`src/mcfb_pkg.sv`:
```
// Shared definitions for the multi-channel bounded FIFO bus.
// Holds default sizes, command and status codes, and the control structs
// passed between the sequencer, the word store and the top level.
`default_nettype none

package mcfb_pkg;

    localparam int NUM_SLOTS_DEF   = 8;
    localparam int QUEUE_DEPTH_DEF = 16;
    localparam int WORD_WIDTH_DEF  = 32;

    localparam int CMD_W      = 3;
    localparam int SEL_W      = 3;
    localparam int LIMIT_W    = 5;
    localparam int SLOT_OUT_W = 3;

    typedef enum logic [CMD_W-1:0] {
        CMD_OPEN  = 3'd0,
        CMD_CLOSE = 3'd1,
        CMD_SEND  = 3'd2,
        CMD_RECV  = 3'd3,
        CMD_BCAST = 3'd4
    } cmd_t;

    typedef enum logic [1:0] {
        ST_OK      = 2'd0,
        ST_NO_CHAN = 2'd1,
        ST_BLOCK   = 2'd2,
        ST_NO_SLOT = 2'd3
    } status_t;

    // Word store access issued by the sequencer.
    typedef struct packed {
        logic wr_en;
        logic rd_en;
    } store_ctl_t;

    // Finished result handed from the sequencer to the output register.
    typedef struct packed {
        logic                  valid;
        status_t               status;
        logic [SLOT_OUT_W-1:0] slot;
        logic                  word_en;
    } result_t;

endpackage

`default_nettype wire

```
`src/mcfb_ctrl.sv`:
```
// Command sequencer of the multi-channel bounded FIFO bus.
// Keeps per-slot limit, count and head in a small synchronous memory, plus open
// and full flags in flops; drives the word store (mcfb_store). Uses mcfb_pkg.
`default_nettype none

module mcfb_ctrl #(
    parameter int NUM_SLOTS   = mcfb_pkg::NUM_SLOTS_DEF,
    parameter int QUEUE_DEPTH = mcfb_pkg::QUEUE_DEPTH_DEF,
    parameter int WORD_WIDTH  = mcfb_pkg::WORD_WIDTH_DEF
) (
    input  logic                           aclk,
    input  logic                           aresetn,
    input  logic                           in_valid,
    output logic                           in_ready,
    input  logic [mcfb_pkg::CMD_W-1:0]     in_cmd,
    input  logic [mcfb_pkg::SEL_W-1:0]     in_sel,
    input  logic [WORD_WIDTH-1:0]          in_word,
    input  logic [mcfb_pkg::LIMIT_W-1:0]   in_limit,
    output mcfb_pkg::result_t              res,
    input  logic                           res_ready,
    output mcfb_pkg::store_ctl_t           store_ctl,
    output logic [((NUM_SLOTS*QUEUE_DEPTH > 1) ?
                   $clog2(NUM_SLOTS*QUEUE_DEPTH) : 1)-1:0] store_addr,
    output logic [WORD_WIDTH-1:0]          store_wdata
);

    localparam int SW  = (NUM_SLOTS > 1) ? $clog2(NUM_SLOTS) : 1;
    localparam int LW  = $clog2(QUEUE_DEPTH + 1);
    localparam int HW  = (QUEUE_DEPTH > 1) ? $clog2(QUEUE_DEPTH) : 1;
    localparam int PSW = ((HW > LW) ? HW : LW) + 1;
    localparam int AW  = (NUM_SLOTS*QUEUE_DEPTH > 1) ? $clog2(NUM_SLOTS*QUEUE_DEPTH) : 1;
    localparam int MW  = 2*LW + HW;
    localparam int IW  = SW + 1;

    typedef enum logic [3:0] {
        S_IDLE  = 4'b0001,
        S_EXEC  = 4'b0010,
        S_BCAST = 4'b0100,
        S_DONE  = 4'b1000
    } state_t;

    state_t                state_reg, state_next;
    mcfb_pkg::cmd_t        cmd_reg, cmd_next;
    logic [SW-1:0]         sel_reg, sel_next;
    logic                  sel_ok_reg, sel_ok_next;
    logic [WORD_WIDTH-1:0] word_reg, word_next;
    logic [LW-1:0]         lim_reg, lim_next;
    mcfb_pkg::status_t     status_reg, status_next;
    logic [SW-1:0]         slot_reg, slot_next;
    logic                  word_en_reg, word_en_next;
    logic [NUM_SLOTS-1:0]  open_reg, open_next;
    logic [NUM_SLOTS-1:0]  full_reg, full_next;
    logic [IW-1:0]         bc_rd_reg, bc_rd_next;
    logic [SW-1:0]         bc_wr_reg, bc_wr_next;
    logic                  bc_pend_reg, bc_pend_next;

    // Slot metadata memory: {limit, count, head}.
    logic [MW-1:0] meta_mem [NUM_SLOTS];
    logic [MW-1:0] meta_q;
    logic          meta_rd_en;
    logic [SW-1:0] meta_rd_addr;
    logic          meta_we;
    logic [SW-1:0] meta_wr_addr;
    logic [MW-1:0] meta_wr_data;

    logic [LW-1:0] m_lim;
    logic [LW-1:0] m_cnt;
    logic [HW-1:0] m_head;
    logic          m_full;
    logic          usable;
    logic          free_any;
    logic [SW-1:0] free_idx;

    function automatic logic [HW-1:0] tail_pos(input logic [HW-1:0] head,
                                               input logic [LW-1:0] cnt);
        logic [PSW-1:0] sum;
        sum = PSW'(head) + PSW'(cnt);
        if (32'(sum) >= QUEUE_DEPTH) begin
            sum = sum - PSW'(QUEUE_DEPTH);
        end
        return HW'(sum);
    endfunction

    function automatic logic [AW-1:0] word_addr(input logic [SW-1:0] slot,
                                                input logic [HW-1:0] pos);
        return AW'(slot) * AW'(QUEUE_DEPTH) + AW'(pos);
    endfunction

    function automatic logic [HW-1:0] head_inc(input logic [HW-1:0] head);
        return (32'(head) == QUEUE_DEPTH - 1) ? HW'(0) : head + HW'(1);
    endfunction

    always_ff @(posedge aclk) begin
        if (meta_we) begin
            meta_mem[meta_wr_addr] <= meta_wr_data;
        end
        if (meta_rd_en) begin
            meta_q <= meta_mem[meta_rd_addr];
        end
    end

    assign m_lim  = meta_q[MW-1 -: LW];
    assign m_cnt  = meta_q[HW+LW-1 -: LW];
    assign m_head = meta_q[HW-1:0];
    assign m_full = (m_cnt >= m_lim);
    assign usable = sel_ok_reg && open_reg[sel_reg];

    // Lowest closed slot.
    always_comb begin
        free_any = 1'b0;
        free_idx = '0;
        for (int i = NUM_SLOTS - 1; i >= 0; i--) begin
            if (!open_reg[i]) begin
                free_any = 1'b1;
                free_idx = SW'(i);
            end
        end
    end

    always_comb begin
        state_next   = state_reg;
        cmd_next     = cmd_reg;
        sel_next     = sel_reg;
        sel_ok_next  = sel_ok_reg;
        word_next    = word_reg;
        lim_next     = lim_reg;
        status_next  = status_reg;
        slot_next    = slot_reg;
        word_en_next = word_en_reg;
        open_next    = open_reg;
        full_next    = full_reg;
        bc_rd_next   = bc_rd_reg;
        bc_wr_next   = bc_wr_reg;
        bc_pend_next = bc_pend_reg;
        meta_rd_en   = 1'b0;
        meta_rd_addr = SW'(in_sel);
        meta_we      = 1'b0;
        meta_wr_addr = sel_reg;
        meta_wr_data = {m_lim, m_cnt, m_head};
        store_ctl    = '0;
        store_addr   = '0;
        store_wdata  = word_reg;
        in_ready     = (state_reg == S_IDLE);

        case (state_reg)
            S_IDLE: begin
                // The metadata of the addressed slot is fetched on the accept edge.
                meta_rd_en = 1'b1;
                if (in_valid) begin
                    cmd_next    = mcfb_pkg::cmd_t'(in_cmd);
                    sel_next    = SW'(in_sel);
                    sel_ok_next = (32'(in_sel) < NUM_SLOTS);
                    word_next   = in_word;
                    lim_next    = (32'(in_limit) > QUEUE_DEPTH) ? LW'(QUEUE_DEPTH)
                                                                : LW'(in_limit);
                    state_next  = S_EXEC;
                end
            end
            S_EXEC: begin
                status_next  = mcfb_pkg::ST_NO_CHAN;
                slot_next    = '0;
                word_en_next = 1'b0;
                state_next   = S_DONE;
                case (cmd_reg)
                    mcfb_pkg::CMD_OPEN: begin
                        status_next = mcfb_pkg::ST_NO_SLOT;
                        if (free_any) begin
                            open_next[free_idx] = 1'b1;
                            full_next[free_idx] = (lim_reg == '0);
                            meta_we      = 1'b1;
                            meta_wr_addr = free_idx;
                            meta_wr_data = {lim_reg, LW'(0), HW'(0)};
                            slot_next    = free_idx;
                            status_next  = mcfb_pkg::ST_OK;
                        end
                    end
                    mcfb_pkg::CMD_CLOSE: begin
                        // Contents are dropped; the next open rewrites the metadata.
                        if (usable) begin
                            open_next[sel_reg] = 1'b0;
                            status_next        = mcfb_pkg::ST_OK;
                        end
                    end
                    mcfb_pkg::CMD_SEND: begin
                        if (usable) begin
                            if (m_full) begin
                                status_next = mcfb_pkg::ST_BLOCK;
                            end else begin
                                store_ctl.wr_en    = 1'b1;
                                store_addr         = word_addr(sel_reg,
                                                               tail_pos(m_head, m_cnt));
                                meta_we            = 1'b1;
                                meta_wr_data       = {m_lim, m_cnt + LW'(1), m_head};
                                full_next[sel_reg] = ((m_cnt + LW'(1)) >= m_lim);
                                status_next        = mcfb_pkg::ST_OK;
                            end
                        end
                    end
                    mcfb_pkg::CMD_RECV: begin
                        if (usable) begin
                            if (m_cnt == '0) begin
                                status_next = mcfb_pkg::ST_BLOCK;
                            end else begin
                                store_ctl.rd_en    = 1'b1;
                                store_addr         = word_addr(sel_reg, m_head);
                                meta_we            = 1'b1;
                                meta_wr_data       = {m_lim, m_cnt - LW'(1),
                                                      head_inc(m_head)};
                                full_next[sel_reg] = 1'b0;
                                word_en_next       = 1'b1;
                                status_next        = mcfb_pkg::ST_OK;
                            end
                        end
                    end
                    mcfb_pkg::CMD_BCAST: begin
                        if (open_reg == '0) begin
                            status_next = mcfb_pkg::ST_NO_CHAN;
                        end else if (|(open_reg & full_reg)) begin
                            status_next = mcfb_pkg::ST_BLOCK;
                        end else begin
                            bc_rd_next   = '0;
                            bc_pend_next = 1'b0;
                            state_next   = S_BCAST;
                        end
                    end
                    default: begin
                        status_next = mcfb_pkg::ST_NO_CHAN;
                    end
                endcase
            end
            S_BCAST: begin
                // Read slot k while slot k-1 is written back; addresses never meet.
                if (32'(bc_rd_reg) < NUM_SLOTS) begin
                    meta_rd_en   = 1'b1;
                    meta_rd_addr = bc_rd_reg[SW-1:0];
                    bc_rd_next   = bc_rd_reg + IW'(1);
                    bc_wr_next   = bc_rd_reg[SW-1:0];
                    bc_pend_next = 1'b1;
                end else begin
                    bc_pend_next = 1'b0;
                end
                if (bc_pend_reg && open_reg[bc_wr_reg]) begin
                    store_ctl.wr_en      = 1'b1;
                    store_addr           = word_addr(bc_wr_reg, tail_pos(m_head, m_cnt));
                    meta_we              = 1'b1;
                    meta_wr_addr         = bc_wr_reg;
                    meta_wr_data         = {m_lim, m_cnt + LW'(1), m_head};
                    full_next[bc_wr_reg] = ((m_cnt + LW'(1)) >= m_lim);
                end
                if (bc_pend_reg && (32'(bc_rd_reg) >= NUM_SLOTS)) begin
                    status_next = mcfb_pkg::ST_OK;
                    state_next  = S_DONE;
                end
            end
            S_DONE: begin
                if (res_ready) begin
                    state_next = S_IDLE;
                end
            end
            default: begin
                state_next = S_IDLE;
            end
        endcase
    end

    always_ff @(posedge aclk) begin
        if (!aresetn) begin
            state_reg   <= S_IDLE;
            open_reg    <= '0;
            full_reg    <= '0;
            bc_pend_reg <= 1'b0;
        end else begin
            state_reg   <= state_next;
            open_reg    <= open_next;
            full_reg    <= full_next;
            bc_pend_reg <= bc_pend_next;
        end
    end

    always_ff @(posedge aclk) begin
        cmd_reg     <= cmd_next;
        sel_reg     <= sel_next;
        sel_ok_reg  <= sel_ok_next;
        word_reg    <= word_next;
        lim_reg     <= lim_next;
        status_reg  <= status_next;
        slot_reg    <= slot_next;
        word_en_reg <= word_en_next;
        bc_rd_reg   <= bc_rd_next;
        bc_wr_reg   <= bc_wr_next;
    end

    assign res.valid   = (state_reg == S_DONE);
    assign res.status  = status_reg;
    assign res.slot    = mcfb_pkg::SLOT_OUT_W'(slot_reg);
    assign res.word_en = word_en_reg;

endmodule

`default_nettype wire
```
`config.mk`:
```
export PLATFORM = sky130hd
export DESIGN_NAME = mcfb_ctrl
export DESIGN_NICKNAME = d
export VERILOG_FILES = /design/src/mcfb_pkg.sv /design/src/mcfb_ctrl.sv
export SDC_FILE = /design/constraint.sdc
export NUM_CORES = 1
export LEC_CHECK = 0
export BUFFER_PORTS_ARGS = -buffer_cell sky130_fd_sc_hd__buf_4
export CAP_MARGIN = 40
export CORE_MARGIN = 2
export CORE_UTILIZATION = 57
export DETAILED_ROUTE_END_ITERATION = 8
export PLACE_DENSITY_LB_ADDON = 0.08
export SETUP_SLACK_MARGIN = 0.05
export SLEW_MARGIN = 0
export SYNTH_ARGS = -nofsm -noshare
export SYNTH_HDL_FRONTEND = slang
export SYNTH_SLANG_ARGS = --single-unit
```
`constraint.sdc`:
```
create_clock -name aclk -period 3.5 [get_ports aclk]
set_clock_uncertainty 0.15 [all_clocks]
set_input_delay 0.175 -clock aclk [delete_from_list [all_inputs] [get_ports aclk]]
set_output_delay 0.175 -clock aclk [all_outputs]
set_load 0.01 [all_outputs]
```
==> results of run 1 <==
==> routing by layer <==
metal	global-route usage, %	part of all wire (%)	wire, um	vias to the layer above
li1	-	-	-	3150
met1	44.40	39	10890	3538
met2	51.68	48	13360	475
met3	6.240	9.9	2734	55
met4	7.447	2.5	682	0
met5	0	0	0	-
==> through the flow <==
| step | power (mW) | util [%] | instances |
|---|---|---|---|
| after floorplan | 4.410 | - | 707 |
| after global placement | 5.183 | 65.71 | 1032 |
| after detailed placement | 5.236 | 65.71 | 1032 |
| after CTS | 7.513 | 72.80 | 1118 |
| after global routing | 7.897 | 72.86 | 1118 |
| final | 7.586 | 72.86 | 1118 |
==> critical path, stage by stage, from the launching register on <==
cell,delay (ns)
edfxtp_1,0.53
ha_1,0.37
a21oi_1,0.16
o21ai_0,0.19
a31o_2,0.31
nor4_1,0.37
buf_4,0.23
a32o_1,0.18
buf_4,0.12
==> cell type report <==
class | instances | area (um2)
inverters | 17 | 63.81
fillers | 1041 | 4486
flip-flops and latches | 203 | 5886
multi-input cells | 446 | 3483
clock inverters | 11 | 128.9
well taps | 220 | 275.3
clock buffers | 28 | 573.1
repair buffers | 193 | 1629
==> power groups by stage <==
stage	registers (mW)	logic, mW	clock network [mW]
floorplan	3.35	1.06	0
global placement	3.38	1.80	0
detailed placement	3.39	1.84	0
CTS	3.35	1.91	2.26
global route	3.39	2.14	2.37
finish	3.36	1.95	2.28
==> synthesized netlist by cell type (all sizes together), types with 8 or more instances <==
cell and n:
edfxtp 182, nand2 43, nor2 43, a21oi 41, clkbuf 36, o21ai 36
mux4 29, dfxtp 21, ha 18, mux2 16, inv 15, nand3 15
nor2b 13, nor3 12, nand2b 11, a311oi 10, a31oi 10, and2 10
mux2i 10, a22o 9, a22oi 8, nand4 8
==> what timing repair did <==
item,in CTS,in global routing
resized for setup,0,3
buffers inserted,0,0
endpoints found under the setup margin,0,5
hold endpoints to repair,64,0
hold buffers,47,0
==> how the worst min path moves through the flow <==
stage	slack, ns	to	start
2_1_floorplan	0.12	cmd_reg[0]	in_cmd[0]
3_3_place_gp	0.20	store_wdata[13]	in_word[13]
3_5_place_dp	0.20	store_wdata[28]	in_word[28]
4_1_cts	0.21	store_wdata[4]	in_word[4]
5_1_grt	0.22	store_wdata[31]	in_word[31]
6_report	0.22	store_wdata[10]	in_word[10]
==> cells by family (layout without fill, tap and decap cells) <==
kind of cell             Yosys count  count (layout)  synth area share (%)
flip-flops                       203             203                 61.35
AND/OR/NAND/NOR                  195             195                 10.80
AO/OA/AOI/OAI                    169             169                 11.80
buffers and inverters             58             249                 2.556
multiplexers                      55              55                 10.21
adder cells (fa/ha/maj)           19              19                 2.556
XOR/XNOR                           8               8                0.7303
==> summary.md, run 1 <==
| Metric | Value |
|---|---|
| Die X | ~130 um |
| Syn nets | around 770 |
| Worst-Margin Slew | 0.9107 ns |
| Switching share of power | a little under a third |
| Post-DP HPWL | about 18000 um |
| Vias per inst | 6.456 |
| Crit. End Element | output port |
| Area delta synth->final | 25.48% |
| Post-route minimum period | 3.310 ns |
| Post-synth cell types | 70 |
| Worst reg2reg startpoint | meta_q[6] |
| Initial core utilization | roughly three fifths |
| Sequential area share after synthesis | 61.35% |
| Mapped Cells | slightly above 700 |
| Worst r2r dst | meta_mem[1][5] |
| Top-area cell type share of the netlist area | between 50% and 60% |
| DP Area | about 11000 um2 |
| Antenna violations before repair | 0 |
| Crit path from | meta_q[6] |
| Largest net degree at the start of global routing | 29 |
| DIE AREA | ~18000 um2 |
| Routed Antenna Nets | 0 |
| DRC | 0 |
| Crit start category | flip-flop |
| CORE AREA | about 17000 um2 |
| Psw | between 2 and 2.5 mW |
| Setup TNS | 0 ns |
| Post-route setup slack | between 0.15 and 0.2 ns |
| Largest Register | meta_mem |
| Clock-pin slew on the worst setup and hold paths | roughly 0.06 ns |
| DR pass1 iterations | 5 |
| FP Rows | 47 |
| CTS Sinks | ~200 |
| CTS tree | yes |
| Relative slew margins | between 30% and 40% |
| RSZ-0062 raised after global routing | yes |
| Synth Area per Inst | 13.57 um2 |
| Routed wire length | ~28000 um |
| Ratio of final minimum period to clock period | a little over nine tenths |
| FF-to-FF path depth | 8 |
| Final setup fails | 0 |
| Share of post-route cells with drive strength above 1 | roughly a quarter |
| PortBufs | 95 |
| ANT cells | 0 |
| Final Max Slew Viols | 0 |
| Clk buf depth | 3 |
| Skew-Pair Late Insertion Delay | about 0.52 ns |
| Maximum vdd drop | 0.4923 mV |
| Synth Cell Area | 9594 um2 |
| Path type of the worst min-delay path | in2reg |
| CTS Buf Count | 22 |
| FF+latch count, synth | ~200 |
| Post-synth EDFFs | 182 |
| IO Pins | 96 |
| Total track usage | 31.63% |
| WP data arrival | between 2 and 3 ns |
| Synth async-reset ratio | 0% |
| Die Height | 133.7 um |
| Post-place setup slack | 0.3659 ns |
| Max-cap violations | 0 |
| Fmax | 0.3021 GHz |
| Vias in the first global route | 7371 |
| Routed vias | between 7000 and 8000 |
| R2r setup slk | 0.35 ns |
| Maximum level of the CTS H-tree | 1 |
| Routed length per instance | 24.75 um |
| Int Power | 5.200 mW |
| Power share of the combinational group | about 26% |
| Number of flip-flops in the largest register | 112 |
| Seq pwr share | 44.3% |
| Global route total overflow | 0 |
| Worst Hold Slack | about 0.22 ns |
| Clock share of power | 30.0% |
| Clock Tree Root | clkbuf_16 |
| Cell Pwr Density | around 630 nW/um2 |
| Hold path cells | 2 |
| WS Path Type | reg2out |
| Routability cong. | about 0.91 |
| Synth warn | 0 |
| 1st-iter DRT viols | 926 |
| Final hold violation count | 0 |
| Yosys top cell by area | edfxtp_1 |
| Global-route wire length before repair | around 43000 um |
| Required @ worst endpoint | 3.17 ns |
| Top post-synthesis cells by area | edfxtp_1 (57%), mux4_2 (4.7%), dfxtp_1 (4.4%) |
| Cell area after layout | 12040 um2 |
| Leakage Power | 4.343 nW |
| Most frequent cells in the layout | edfxtp_1 (182), buf_4 (141), dlygate4sd3_1 (47) |
| Max Fanout on Critical Path | 6 |
| Outcome | finished, final reports clean |
| Most common cell after layout, fill and taps aside | edfxtp_1 |
| Main synth FF type | edfxtp_1 |
| Worst setup endpoint | store_addr[6] |
| Nets | 949 |
No activity file was read; power rests on OpenSTA's default activity.
==> run 2: changes to the inputs <==
--- a/config.mk
+++ b/config.mk
@@ -5,6 +5,7 @@
 export SDC_FILE = /design/constraint.sdc
 export NUM_CORES = 1
 export LEC_CHECK = 0
+export ABC_AREA = 1
 export BUFFER_PORTS_ARGS = -buffer_cell sky130_fd_sc_hd__buf_4
 export CAP_MARGIN = 40
 export CORE_MARGIN = 2
==> summary.md, run 2 <==
| Metric | Value |
|---|---|
| Nets | roughly 1200 |
| Switching share of power | a little over a quarter |
| CORE AREA | 16700 um2 |
| Vias in the first global route | 7614 |
| Final Max Slew Viols | 0 |
| WP data arrival | between 2 and 3 ns |
| Maximum level of the CTS H-tree | 1 |
| Routed length per instance | approximately 19 um |
| Seq pwr share | between 40% and 50% |
| Number of flip-flops in the largest register | 112 |
| Slowest CP cell | edfxtp_1 |
| CP most frequent cell | inv_1 |
| CTS tree | yes |
| Psw | approximately 1.6 mW |
| Post-DP HPWL | 18320 um |
| Share of post-route cells with drive strength above 1 | ~17% |
| Ratio of final minimum period to clock period | 92.80% |
| Crit path cell chain | inv_1, ha_1, inv_1, nand2_1, nand4_1, nand3_1, inv_1, nand3_1, o21ai_1, inv_1, o22ai_1, buf_4 |
| Maximum vdd drop | around 0.43 mV |
| Dpl cells | around 1300 |
| Required @ worst endpoint | about 3.2 ns |
| Crit start category | flip-flop |
| Antenna violations before repair | 0 |
| Setup TNS | 0 ns |
| Main synth FF type | edfxtp_1 |
| Synth Cell Area | 9796 um2 |
| Synth warn | 0 |
| Fin cells | 1407 |
| Routed wire length | 26840 um |
| Area delta synth->final | 22.61% |
| Yosys top cell by area | edfxtp_1 |
| IO Pins | 96 |
| Post-synth top cells | nand2_1 (195), edfxtp_1 (182), nor2_1 (129), o21ai_0 (80), inv_1 (79) |
| Total track usage | 29.44% |
| Final setup fails | 0 |
| Total setup buffers inserted after CTS | 0 |
| Initial core utilization | between 50% and 60% |
| Skew-Pair Late Insertion Delay | 0.50 ns |
| Most frequent cells in the layout | nand2_1 (194), edfxtp_1 (182), buf_4 (129) |
| Post-Route Utilization | a little over 70% |
| PortBufs | 95 |
| CTS Sinks | 203 |
| Int Power | around 4.5 mW |
| Routed Antenna Nets | 0 |
| Crit. End Element | output port |
| Relative slew margins | between 40 and 50% |
| Largest Register | meta_mem |
| Routed vias | 8150 |
| DR pass1 iterations | 6 |
| Die X | roughly 140 um |
| Post-route minimum period | roughly 3.2 ns |
| Sequential area share after synthesis | roughly three fifths |
| Largest net degree at the start of global routing | 57 |
| Fillers | around 1200 |
| Clk buf depth | 3 |
| Cell Pwr Density | about 510 nW/um2 |
| FP Rows | 47 |
| Outcome | finished, final reports clean |
| FF+latch count, synth | a little over 200 |
| Worst-Margin Slew | between 0.8 and 0.9 ns |
| Top-area cell type share of the netlist area | roughly 56% |
| Die Height | between 100 and 150 um |
| Clock Tree Root | clkbuf_16 |
| Global-route wire length before repair | about 42000 um |
| Count leader, synth | nand2_1 |
| Global route total overflow | 0 |
| CTS Buf Count | 22 |
| WS Path Type | reg2out |
| Top post-synthesis cells by area | edfxtp_1 (56%), nand2_1 (7.5%), nor2_1 (4.9%) |
| Synth Area per Inst | between 9 and 10 um2 |
| CP max stage delay | 0.49 ns |
| 1st-iter DRT viols | roughly 960 |
| Worst Hold Slack | approximately 0.24 ns |
| Path type of the worst min-delay path | in2reg |
| Syn nets | 1079 |
| Post-synth EDFFs | about 180 |
| ANT cells | 0 |
| Synth async-reset ratio | 0% |
| Vias per inst | 5.792 |
| Clock share of power | 36.5% |
| Final hold violation count | 0 |
| Routability cong. | 0.9822 |
| Leakage Power | between 4 and 5 nW |
| Most common cell after layout, fill and taps aside | nand2_1 |
| DRC | 0 |
| Post-synth cell types | 44 |
| Clock-pin slew on the worst setup and hold paths | around 0.070 ns |
| Power share of the combinational group | between 10% and 20% |
| DIE AREA | between 15000 and 20000 um2 |
| RSZ-0062 raised after global routing | no |
| Fmax | about 0.31 GHz |
| Max Fanout on Critical Path | 5 |
| Max-cap violations | 0 |
| Mapped Cells | 1013 |
[run 2: worst max-delay path, delay by kind of cell (launching register included)]
kind                     cells  cell delay [ns]
AO/OA/AOI/OAI                2             0.54
adder cells (fa/ha/maj)      1             0.27
buffers and inverters        5             0.70
flip-flops                   1             0.49
AND/OR/NAND/NOR              4             0.42
[run 2: final timing paths]
check                                   from         endpoint  slack [ns]  cells after the start
worst min-delay path             in_word[21]  store_wdata[21]        0.24                      2
worst min register to register  bc_rd_reg[1]     bc_wr_reg[1]        0.38                      0
worst max register to register     meta_q[4]  meta_mem[2][13]        0.47                     14
worst max-delay path               meta_q[4]    store_addr[3]        0.25                     12
[run 2: area by class of cell]
cell class / count / area (um2) / area share [%]
Inverter: 94 / 352.8 / 2.938
Clock buffer: 30 / 611.8 / 5.094
Multi-Input combinational cell: 676 / 3376 / 28.11
Tap cell: 220 / 275.3 / 2.292
Sequential cell: 203 / 5886 / 49.00
Clock inverter: 9 / 80.08 / 0.6667
Timing Repair Buffer: 175 / 1429 / 11.90
[run 2: cells by family (layout without fill, tap and decap cells)]
logic type / after synthesis / after routing / synth area share [%]
simple gates: 445 / 445 / 19.40
compound gates: 203 / 203 / 11.48
buf+inv: 134 / 308 / 5.722
fa+ha+maj: 19 / 19 / 2.504
flops: 203 / 203 / 60.08
xor+xnor: 9 / 9 / 0.8046
[run 2: routing by layer]
| layer | track usage (%) | up-vias | wire length, um |
|---|---|---|---|
| li1 | - | 3855 | - |
| met5 | 0 | - | 0 |
| met4 | 5.787 | 0 | 497 |
| met2 | 46.39 | 440 | 12230 |
| met3 | 5.143 | 55 | 2582 |
| met1 | 43.66 | 3800 | 11530 |
[run 2: repair_timing]
action                                 CTS  global route
endpoints found under the hold margin   64             0
setup endpoints to repair                0             3
hold buffers                            46             0
gates resized for setup                  0             2
[run 2: metrics by stage]
stage	setup WS (ns)	total power, mW	cell area [um2]
2_1_floorplan	0.05560	3.483	9796
3_3_place_gp	0.5769	3.860	10850
3_5_place_dp	0.5195	3.875	10850
4_1_cts	0.2388	6.118	12000
5_1_grt	0.05445	6.352	12010
6_report	0.2521	6.130	12010
[run 2: power by group through the flow]
stage / logic, mW / registers (mW) / clock network (mW)
floorplan: 0.520 / 2.96 / 0
global placement: 0.887 / 2.97 / 0
detailed placement: 0.900 / 2.98 / 0
CTS: 0.944 / 2.92 / 2.25
global route: 1.06 / 2.94 / 2.35
finish: 0.960 / 2.93 / 2.24
==> run 3: changes to the inputs <==
--- a/config.mk
+++ b/config.mk
@@ -7,11 +7,10 @@
 export LEC_CHECK = 0
 export ABC_AREA = 1
 export BUFFER_PORTS_ARGS = -buffer_cell sky130_fd_sc_hd__buf_4
-export CAP_MARGIN = 40
 export CORE_MARGIN = 2
 export CORE_UTILIZATION = 57
 export DETAILED_ROUTE_END_ITERATION = 8
-export PLACE_DENSITY_LB_ADDON = 0.08
+export PLACE_DENSITY_LB_ADDON = 0.1
 export SETUP_SLACK_MARGIN = 0.05
 export SLEW_MARGIN = 0
 export SYNTH_ARGS = -nofsm -noshare
==> summary.md, run 3 (synthesis results as in run 2) <==
| Metric | Value |
|---|---|
| Dpl cells | ~1300 |
| CTS Buf Count | 22 |
| Crit start category | flip-flop |
| DIE AREA | 18250 um2 |
| WS Path Type | reg2out |
| WP data arrival | around 3.0 ns |
| Routed length per instance | 19.02 um |
| FF-to-FF path depth | 13 |
| Path type of the worst min-delay path | in2reg |
| Die Height | between 100 and 150 um |
| Number of flip-flops in the largest register | 112 |
| Vias in the first global route | around 7700 |
| Area delta synth->final | 22.74% |
| Setup TNS | 0 ns |
| CTS Sinks | between 200 and 250 |
| Worst-Margin Slew | 0.7202 ns |
| Post-route minimum period | around 3.3 ns |
| Routed vias | 8200 |
| FP Rows | 47 |
| Gr busiest metal | met2 |
| Share of post-route cells with drive strength above 1 | between 10% and 20% |
| Nets | approximately 1200 |
| Relative slew margins | 51.78% |
| CORE AREA | around 17000 um2 |
| Leakage Power | about 4.7 nW |
| Most common cell after layout, fill and taps aside | nand2_1 |
| Routed Antenna Nets | 0 |
| Largest Register | meta_mem |
| Most frequent cells in the layout | nand2_1 (194), edfxtp_1 (182), nor2_1 (128), buf_4 (128), o21ai_0 (80) |
| Worst Hold Slack | 0.2195 ns |
| Fmax | roughly 0.30 GHz |
| CTS tree | yes |
| Max-cap violations | 0 |
| Global route total overflow | 0 |
| Required @ worst endpoint | 3.17 ns |
| Routed wire length | approximately 27000 um |
| Crit. End Element | output port |
| Die X | around 140 um |
| Met2 GRT Util | between 40% and 50% |
| Clk buf depth | 3 |
| DRC | 0 |
| Antenna violations before repair | 0 |
| Vias per inst | between 5 and 6 |
| Max Fanout on Critical Path | 9 |
| Initial core utilization | roughly three fifths |
| Clock Tree Root | clkbuf_16 |
| Pwr Total | 6.143 mW |
| 1st-iter DRT viols | between 1000 and 1500 |
| Outcome | finished, final reports clean |
| Clock-pin slew on the worst setup and hold paths | 0.07 ns |
| Met3 usage in global routing | roughly 4.7% |
| Post-DP HPWL | between 15000 and 20000 um |
| Final hold violation count | 0 |
| Cell Pwr Density | between 500 and 600 nW/um2 |
| Maximum vdd drop | about 0.47 mV |
| DR pass1 iterations | 7 |
| Total track usage | 29.61% |
| Global-route wire length before repair | between 40000 and 50000 um |
| Hold path cells | 2 |
| Cell area after layout | approximately 12000 um2 |
| Largest net degree at the start of global routing | 57 |
| Skew-Pair Late Insertion Delay | 0.52 ns |
| IO Pins | 96 |
| Final Max Slew Viols | 0 |
| Maximum level of the CTS H-tree | 1 |
| Ratio of final minimum period to clock period | a little over nine tenths |
| Routability cong. | about 0.98 |
| PortBufs | between 90 and 100 |
| RSZ-0062 raised after global routing | no |
| Grt met1 use | between 40 and 50% |
| ANT cells | 0 |
| Fin cells | 1408 |
| Final setup fails | 0 |
| DP Area | between 10000 and 15000 um2 |
run 3: worst max-delay path, stage by stage, from the launching register on:
cell	delay [ns]
edfxtp_1	0.52
ha_1	0.38
nand2_1	0.09
inv_1	0.04
o21ai_0	0.19
nand3_1	0.18
inv_1	0.16
nand3_1	0.16
nand2_1	0.10
nand2_1	0.16
o21ai_0	0.30
buf_4	0.18
run 3: path summary, 6_finish.rpt:
kind                    start               to  slack, ns
hold / removal    in_word[23]  store_wdata[23]       0.22
hold reg to reg   bc_pend_reg      bc_pend_reg       0.37
setup / recovery    meta_q[6]    store_addr[4]       0.19
setup reg to reg    meta_q[6]   meta_mem[6][8]       0.40
run 3: area by class of cell:
class	instances	area, um2
multi-input combinational	676	3379
sequential	203	5886
inverter	94	352.8
clock buffer	29	586.8
clock inverter	11	111.4
fill	1215	4678
tap	220	275.3
timing repair buffer	175	1431
run 3: repair_timing:
action / CTS / global route
endpoints found under the setup margin: 0 / 3
gates resized for setup: 0 / 3
hold buffers: 47 / 0
setup buffers: 0 / 0
hold endpoints to repair: 68 / 0
run 3: metal layers:
layer | routed length [um] | share of wire [%]
met1 | 11550 | 43
met2 | 11970 | 45
met3 | 2506 | 9.4
met4 | 749 | 2.8
met5 | 0 | 0
run 3: power by group:
group / switching (mW) / internal, mW / total, mW
Clock: 0.967 / 1.27 / 2.24
Combinational: 0.625 / 0.349 / 0.974
Sequential: 0.0920 / 2.84 / 2.93
run 3: stage by stage:
step | utilization, % | setup slack [ns]
after global routing | 71.99 | 0.07541
after global placement | 64.92 | 0.6352
final | 71.99 | 0.1865
after CTS | 71.92 | 0.09271
after floorplan | - | 0.05560
after detailed placement | 64.92 | 0.5678
